$ cat src/hw/rtl/rv64m_multiply_divide_unit_macros.svh
// Assertion macros for the RV64M multiply/divide unit.
// Included by the modules that carry assertions; no other dependencies.
`ifndef RV64M_MULTIPLY_DIVIDE_UNIT_MACROS_SVH
`define RV64M_MULTIPLY_DIVIDE_UNIT_MACROS_SVH
`ifndef SYNTHESIS
`define MDU_ASSERT(lbl, clk, rstn, prop, msg) \
    lbl: assert property (@(posedge clk) disable iff (!rstn) prop) else $error(msg);
`define MDU_ASSERT_ALWAYS(lbl, clk, prop, msg) \
    lbl: assert property (@(posedge clk) prop) else $error(msg);
`else
`define MDU_ASSERT(lbl, clk, rstn, prop, msg)
`define MDU_ASSERT_ALWAYS(lbl, clk, prop, msg)
`endif
`endif

$ cat src/hw/rtl/rv64m_mdu_pkg.sv
// Shared types, constants and helpers for the RV64M multiply/divide unit.
// No dependencies.
`timescale 1ns / 1ps
package rv64m_mdu_pkg;

    localparam int XLEN_DEF   = 64;
    localparam int DATA_W     = 64;
    localparam int FUNC_W     = 3;
    localparam int S_TDATA_W  = 136;
    localparam int M_TDATA_W  = 64;

    typedef enum logic [FUNC_W-1:0] {
        FUNC_MUL    = 3'd0,
        FUNC_MULH   = 3'd1,
        FUNC_MULHSU = 3'd2,
        FUNC_MULHU  = 3'd3,
        FUNC_DIV    = 3'd4,
        FUNC_DIVU   = 3'd5,
        FUNC_REM    = 3'd6,
        FUNC_REMU   = 3'd7
    } func_t;

    typedef struct packed {
        logic  valid;
        func_t func;
        logic  neg;
    } ctrl_t;

    function automatic logic func_is_div(input func_t f);
        return (f == FUNC_DIV) || (f == FUNC_DIVU) || (f == FUNC_REM) || (f == FUNC_REMU);
    endfunction

    function automatic logic func_is_rem(input func_t f);
        return (f == FUNC_REM) || (f == FUNC_REMU);
    endfunction

    function automatic logic func_is_sdiv(input func_t f);
        return (f == FUNC_DIV) || (f == FUNC_REM);
    endfunction

endpackage

$ cat src/hw/rtl/rv64m_mdu_div_stage.sv
// One restoring-division step: one quotient bit per stage, multiplies pass.
// Depends on rv64m_mdu_pkg and the macro header.
`timescale 1ns / 1ps
`include "rv64m_multiply_divide_unit_macros.svh"
module rv64m_mdu_div_stage #(
    parameter int XLEN = rv64m_mdu_pkg::XLEN_DEF
) (
    input  logic                 aclk,
    input  logic                 aresetn,
    input  logic                 en,
    input  rv64m_mdu_pkg::ctrl_t in_ctrl,
    input  logic [XLEN-1:0]      in_rem,
    input  logic [XLEN-1:0]      in_quo,
    input  logic [XLEN-1:0]      in_div,
    output rv64m_mdu_pkg::ctrl_t out_ctrl,
    output logic [XLEN-1:0]      out_rem,
    output logic [XLEN-1:0]      out_quo,
    output logic [XLEN-1:0]      out_div
);
    rv64m_mdu_pkg::ctrl_t ctrl_reg;
    logic [XLEN-1:0] rem_reg, rem_next, quo_reg, quo_next, div_reg;
    logic [XLEN:0]   trial, diff;
    logic            ge;

    always_comb begin
        trial    = {in_rem, in_quo[XLEN-1]};
        diff     = trial - {1'b0, in_div};
        ge       = trial >= {1'b0, in_div};
        rem_next = in_rem;
        quo_next = in_quo;
        if (rv64m_mdu_pkg::func_is_div(in_ctrl.func)) begin
            rem_next = ge ? diff[XLEN-1:0] : trial[XLEN-1:0];
            quo_next = {in_quo[XLEN-2:0], ge};
        end
    end

    always_ff @(posedge aclk) begin
        if (!aresetn) begin
            ctrl_reg.valid <= 1'b0;
        end else if (en) begin
            ctrl_reg.valid <= in_ctrl.valid;
        end
        if (en) begin
            ctrl_reg.func <= in_ctrl.func;
            ctrl_reg.neg  <= in_ctrl.neg;
            rem_reg       <= rem_next;
            quo_reg       <= quo_next;
            div_reg       <= in_div;
        end
    end

    assign out_ctrl = ctrl_reg;
    assign out_rem  = rem_reg;
    assign out_quo  = quo_reg;
    assign out_div  = div_reg;

    `MDU_ASSERT(a_rem_bound, aclk, aresetn,
        ctrl_reg.valid && rv64m_mdu_pkg::func_is_div(ctrl_reg.func) && div_reg != '0
        |-> rem_reg < div_reg, "partial remainder not below divisor")
endmodule

$ cat config.mk
export PLATFORM = sky130hd
export DESIGN_NAME = rv64m_mdu_div_stage
export DESIGN_NICKNAME = d
export VERILOG_FILES = /design/src/hw/rtl/rv64m_mdu_pkg.sv /design/src/hw/rtl/rv64m_mdu_div_stage.sv
export VERILOG_INCLUDE_DIRS = /design/src /design/src/hw/rtl
export SDC_FILE = /design/constraint.sdc
export NUM_CORES = 1
export LEC_CHECK = 0
export ABC_AREA = 1
export ABC_CLOCK_PERIOD_IN_PS = 4670
export BUFFER_PORTS_ARGS = -buffer_cell sky130_fd_sc_hd__buf_2
export CAP_MARGIN = 20
export CORE_ASPECT_RATIO = 1.1
export CORE_UTILIZATION = 58
export DETAILED_ROUTE_END_ITERATION = 16
export HOLD_SLACK_MARGIN = 0.08
export PLACE_DENSITY = 0.84
export REMOVE_ABC_BUFFERS = 1
export SKIP_CTS_REPAIR_TIMING = 1
export SYNTH_ARGS = -nofsm -noshare
export SYNTH_HDL_FRONTEND = slang
export SYNTH_SLANG_ARGS = --single-unit
export TNS_END_PERCENT = 50
$ cat constraint.sdc
create_clock -name aclk -period 4.67 [get_ports aclk]
set_input_delay 0.7005 -clock aclk [delete_from_list [all_inputs] [get_ports aclk]]
set_output_delay 0.7005 -clock aclk [all_outputs]
set_load 0.02 [all_outputs]
## Word level (Yosys, flattened, before mapping)

Index checks and enable logic that the tools add are counted.

| word-level totals | value |
|---|---|
| register bits after elaboration | 197 |
| input bits | 200 |
| output and inout port bits | 197 |
| word-level logic and storage cells | 18 |

| cells by class | value |
|---|---|
| add/sub/neg operators | 1 |
| magnitude comparators | 1 |
| equal/unequal tests | 4 |
| mux-type cells | 3 |
| reduce and logical (&&, ||, !) cells | 3 |

Operator list:

| cell | number |
|---|---|
| $mux W64 | 3 |
| $ge A65 B64 Y1 | 1 |
| $sub A64 B64 Y64 | 1 |
| $eq A3 B3 Y1 const B | 4 |
| $logic_or A1 B1 Y1 | 3 |

## Depth between registers and ports, before layout

| logic depth | value |
|---|---|
| depth in word-level cells | 5 |
| depth in mapped cells | 19 |
| depth with buffers taken out | 18 |

## Worst setup path before layout

Ideal clock, no wire load.

| path | value |
|---|---|
| path kind | input to register |
| start | input in_div[40] |
| end | register rem_reg[27], in the netlist out_rem[27] (data pin) |
| library setup time | 259 ps |
| arrival time | 2365 ps |
| data required time | 4411 ps |
| setup slack | 2046 ps |
| cell stages on the path | 14 |
| buffers on the path | 2 |
| path through | inv_1 > ha_1 > nand2_1 > inv_1 > a21oi_1 > nand2_1 > a21oi_1 > nor2_2 > nor2_4 > nand2_8 > buf_12 > buf_6 > nand3_1 > nand3_1 |

| on the way | value |
|---|---|
| longest elaborated chain between the ends | 3 |

Ends and longest elaborated chain:

| item | line | text |
|---|---|---|
| start, declared | rv64m_mdu_div_stage.sv:14 | `input logic [XLEN-1:0] in_div,` |
| $ge A65 B64 Y1 | rv64m_mdu_div_stage.sv:28 | `ge = trial >= {1'b0, in_div};` |
| $mux W64 | rv64m_mdu_div_stage.sv:32 | `rem_next = ge ? diff[XLEN-1:0] : trial[XLEN-1:0];` |
| $mux W64 | rv64m_mdu_div_stage.sv:31 | `if (rv64m_mdu_pkg::func_is_div(in_ctrl.func)) begin` |
| named net rem_next[27] | rv64m_mdu_div_stage.sv:21 | `logic [XLEN-1:0] rem_reg, rem_next, quo_reg, quo_next, div_reg;` |
| end signal, assigned | rv64m_mdu_div_stage.sv:46 | `rem_reg <= rem_next;` |
| end, declared | rv64m_mdu_div_stage.sv:21 |  |

The timed path passes the listed nets, and every way through them passes these cells.
A chain may end at the register's enable or synchronous reset.

## Final worst setup path

| path | value |
|---|---|
| start | input in_rem[39] |
| end | register rem_reg[28], in the netlist out_rem[28] (data pin) |

| on the way | value |
|---|---|
| longest elaborated chain between the ends | 3 |

Ends and longest elaborated chain:

| item | line | text |
|---|---|---|
| start, declared | rv64m_mdu_div_stage.sv:12 | `input logic [XLEN-1:0] in_rem,` |
| $ge A65 B64 Y1 | rv64m_mdu_div_stage.sv:28 |  |
| $mux W64 | rv64m_mdu_div_stage.sv:32 |  |
| $mux W64 | rv64m_mdu_div_stage.sv:31 |  |
| named net rem_next[28] | rv64m_mdu_div_stage.sv:21 |  |

The timed path passes the listed nets, and every way through them passes these cells.

==> flow_metrics.py <==
metrics = {
    "place": {
        "dp_hpwl_um": 41000,
        "place_inst": 2693,
        "gp_congestion": 0.978,
        "post_dp_cell_area_um2": 16500,
        "dpl_worst_slack_ns": 0.733,
        "portBuffers": 396,
    },
    "cts": {
        "cts-root-buf": "clkbuf_16",
        "cts_max_level": 4,
        "clk_pin_slew_ns": 0.09,
        "clock_sinks": 197,
        "cts_buffers": 17,
        "cts_tree": "yes",
        "clkLatencyLatePin_ns": 0.45,
        "clk_path_buf_depth": 2,
    },
    "min_path": {
        "hp-class": "in2reg",
    },
    "power": {
        "vdd_ir_drop_max_mv": 0.229,
        "p_sw_mw": 2.00,
        "intPower_mw": 3.38,
        "p_clk_frac": 0.290,
        "p_seq_frac": 0.409,
        "netSwitchingFraction": 0.372,
        "powerDensity_nw_per_um2": 314,
        "pwr-share-comb": 0.300,
        "leakage_nw": 9.37,
    },
    "cells_and_area": {
        "layout_common_cells": "798 x nand2_1, 394 x buf_2, 388 x inv_1",
        "mostFrequentLayoutCell": "nand2_1",
        "fill_cells": 1892,
        "fin_cells": 2729,
        "syn2layout_area_growth_pct": 19.7,
        "layout.nets": 2672,
        "postLayoutCellArea_um2": 17100,
        "final_layout_size_suffix_gt1_frac": 0.202,
    },
    "synth": {
        "synthCells": 2027,
        "ys.warnings.count": 0,
        "synth.distinct_cells": 39,
        "seq_area_frac_synth": 0.412,
        "synth_area_per_cell_um2": 7.07,
        "netlist_area_um2": 14300,
        "ys_ff_latch": 197,
    },
    "floorplan": {
        "die-area_um2": 25300,
        "die_h_um": 167,
        "die_w_um": 152,
        "core_um2": 23900,
        "start_util": 0.599,
        "placementRows": 59,
        "num_io_pins": 397,
    },
    "global_routing": {
        "grt_start_max_net_pins": 101,
        "grt_usage": 0.402,
        "grt_pass1_vias": 14888,
        "grt_pass1_wl_um": 78900,
        "grt_antenna_before_repair": 5,
        "overflow": 0,
    },
    "setup_path": {
        "cp-end-kind": "register",
        "crit_path_max_incr_delay_ns": 0.73,
        "cp.arrival_ns": 3.95,
        "crit_fanout": 66,
        "cp_data_required_time_ns": 4.96,
        "startpoint_type": "input pin",
        "path_common_cell": "nand2_1",
        "path_class": "in2reg",
        "critPathSlowestCell": "nor2_8",
        "crit_chain": "buf_2 > ha_1 > nand2_1 > inv_1 > a21oi_1 > nand2_1 > a21oi_1 > nor2_2 > nor2_4 > nand2_8 > nor2_8 > nand2_1 > nand3_1",
        "critPathBufInv": 2,
        "r2r_setup_slack_ns": 3.94,
        "path_delay_family": "simple AND/OR/NAND/NOR gates",
    },
    "sta": {
        "holdWs_ns": 0.433,
        "slew_viol_final": 0,
        "period_needed_ns": 3.67,
        "setup_viol": 0,
        "tightest_slew_ns": 1.00,
        "hold_violations": 0,
        "final.setup.tns_ns": 0,
        "fin_worst_skew_ns": 0,
        "fmaxAchievable_mhz": 273,
        "finalCritPeriodShare": 0.785,
        "rsz0062_at_grt": "no",
        "timing.slew.headroom": 0.333,
        "postLayoutSetupSlackWorst_ns": 1.00,
    },
    "run_status": {
        "status": "completed",
    },
    "route": {
        "drc_errors": 0,
        "drt_iter0_markers": 1707,
        "totalWireLength_um": 51900,
        "vias": 15244,
        "wl_per_cell_um": 19.0,
        "viasPerCell": 5.59,
        "firstDrtPassIters": 6,
        "ant_nets": 0,
    },
    "run": {
        "max-cap-violations": 0,
    },
}
==> area by class of cell <==
cell class | instances | area (um2) | area share
antenna | 4 | 10.0 | 0.000584
clock buffer | 17 | 425 | 0.0248
clock inverter | 15 | 196 | 0.0115
inverter | 407 | 1530 | 0.0893
multi-input combinational | 1383 | 6650 | 0.388
sequential | 197 | 5910 | 0.345
tap | 305 | 382 | 0.0223
timing repair buffer | 401 | 2040 | 0.119
==> power by group through the flow <==
stage,logic [mW],clock network [mW],registers [mW]
2_1_floorplan,0.718,0,2.46
6_report,1.62,1.56,2.20
5_1_grt,1.73,1.62,2.22
4_1_cts,1.58,1.56,2.20
3_5_place_dp,1.57,0,2.24
3_3_place_gp,1.52,0,2.23
==> sequential cells by signal (all words and copies together), names as in the netlist <==
register,cells
out_div,64
out_rem,64
out_ctrl,5
out_quo,64
==> worst reg2reg max path, cell delays in order, from the launching register on <==
cell     delay, ns
dfxtp_1       0.32
o21ai_0       0.18
a21oi_1       0.08
==> cells in the mapped netlist, drive strengths merged <==
master | count | area (um2)
fa | 1 | 20.0
o21ai | 79 | 395
nand3b | 14 | 105
nand4 | 16 | 100
nor4 | 3 | 18.8
buf | 16 | 150
xor2 | 29 | 254
and2 | 5 | 31.3
nand2 | 805 | 3060
ha | 64 | 801
o21a | 2 | 15.0
nor2 | 127 | 553
a21oi | 51 | 259
dfxtp | 1 | 20.0
a21boi | 1 | 7.51
o21bai | 10 | 75.1
nand3 | 164 | 871
clkbuf | 24 | 90.1
or2 | 1 | 6.26
xnor2 | 2 | 17.5
edfxtp | 196 | 5890
nor3 | 9 | 61.3
inv | 407 | 1530
==> stage by stage <==
step / power [mW] / utilization
after floorplan: 3.18 / -
after CTS: 5.34 / 0.716
final: 5.38 / 0.717
after global placement: 3.75 / 0.690
after detailed placement: 3.81 / 0.690
after global routing: 5.57 / 0.717
==> per-layer routing <==
layer	track usage	part of all wire	routed length, um	up-vias
met5	0	0	0	-
met4	0.206	0.049	2530	0
met3	0.0648	0.091	4710	191
met2	0.704	0.50	25800	1067
met1	0.474	0.36	18900	6908
li1	-	-	-	7078
==> logic make-up (layout without fill, tap and decap cells) <==
logic type,count (synthesis),in the layout,share of synthesized area
AND/OR/NAND/NOR,1144,1144,0.335
other,0,4,0
XOR/XNOR,31,31,0.0190
adder cells (fa/ha/maj),65,65,0.0573
AO/OA/AOI/OAI,143,143,0.0525
flip-flops,197,197,0.412
buffers and inverters,447,840,0.123
==> final timing paths <==
| check | start | end | cells after the start |
|---|---|---|---|
| setup / recovery | in_rem[39] | out_rem[28]$_DFFE_PP_ | 13 |
| hold / removal | in_ctrl[1] | out_ctrl[1]$_DFFE_PP_ | 1 |
| setup reg to reg | out_ctrl[4]$_SDFFE_PN0P_ | out_ctrl[4]$_SDFFE_PN0P_ | 2 |
| hold reg to reg | out_ctrl[4]$_SDFFE_PN0P_ | out_ctrl[4]$_SDFFE_PN0P_ | 2 |
(Power assumes the default switching activity.)
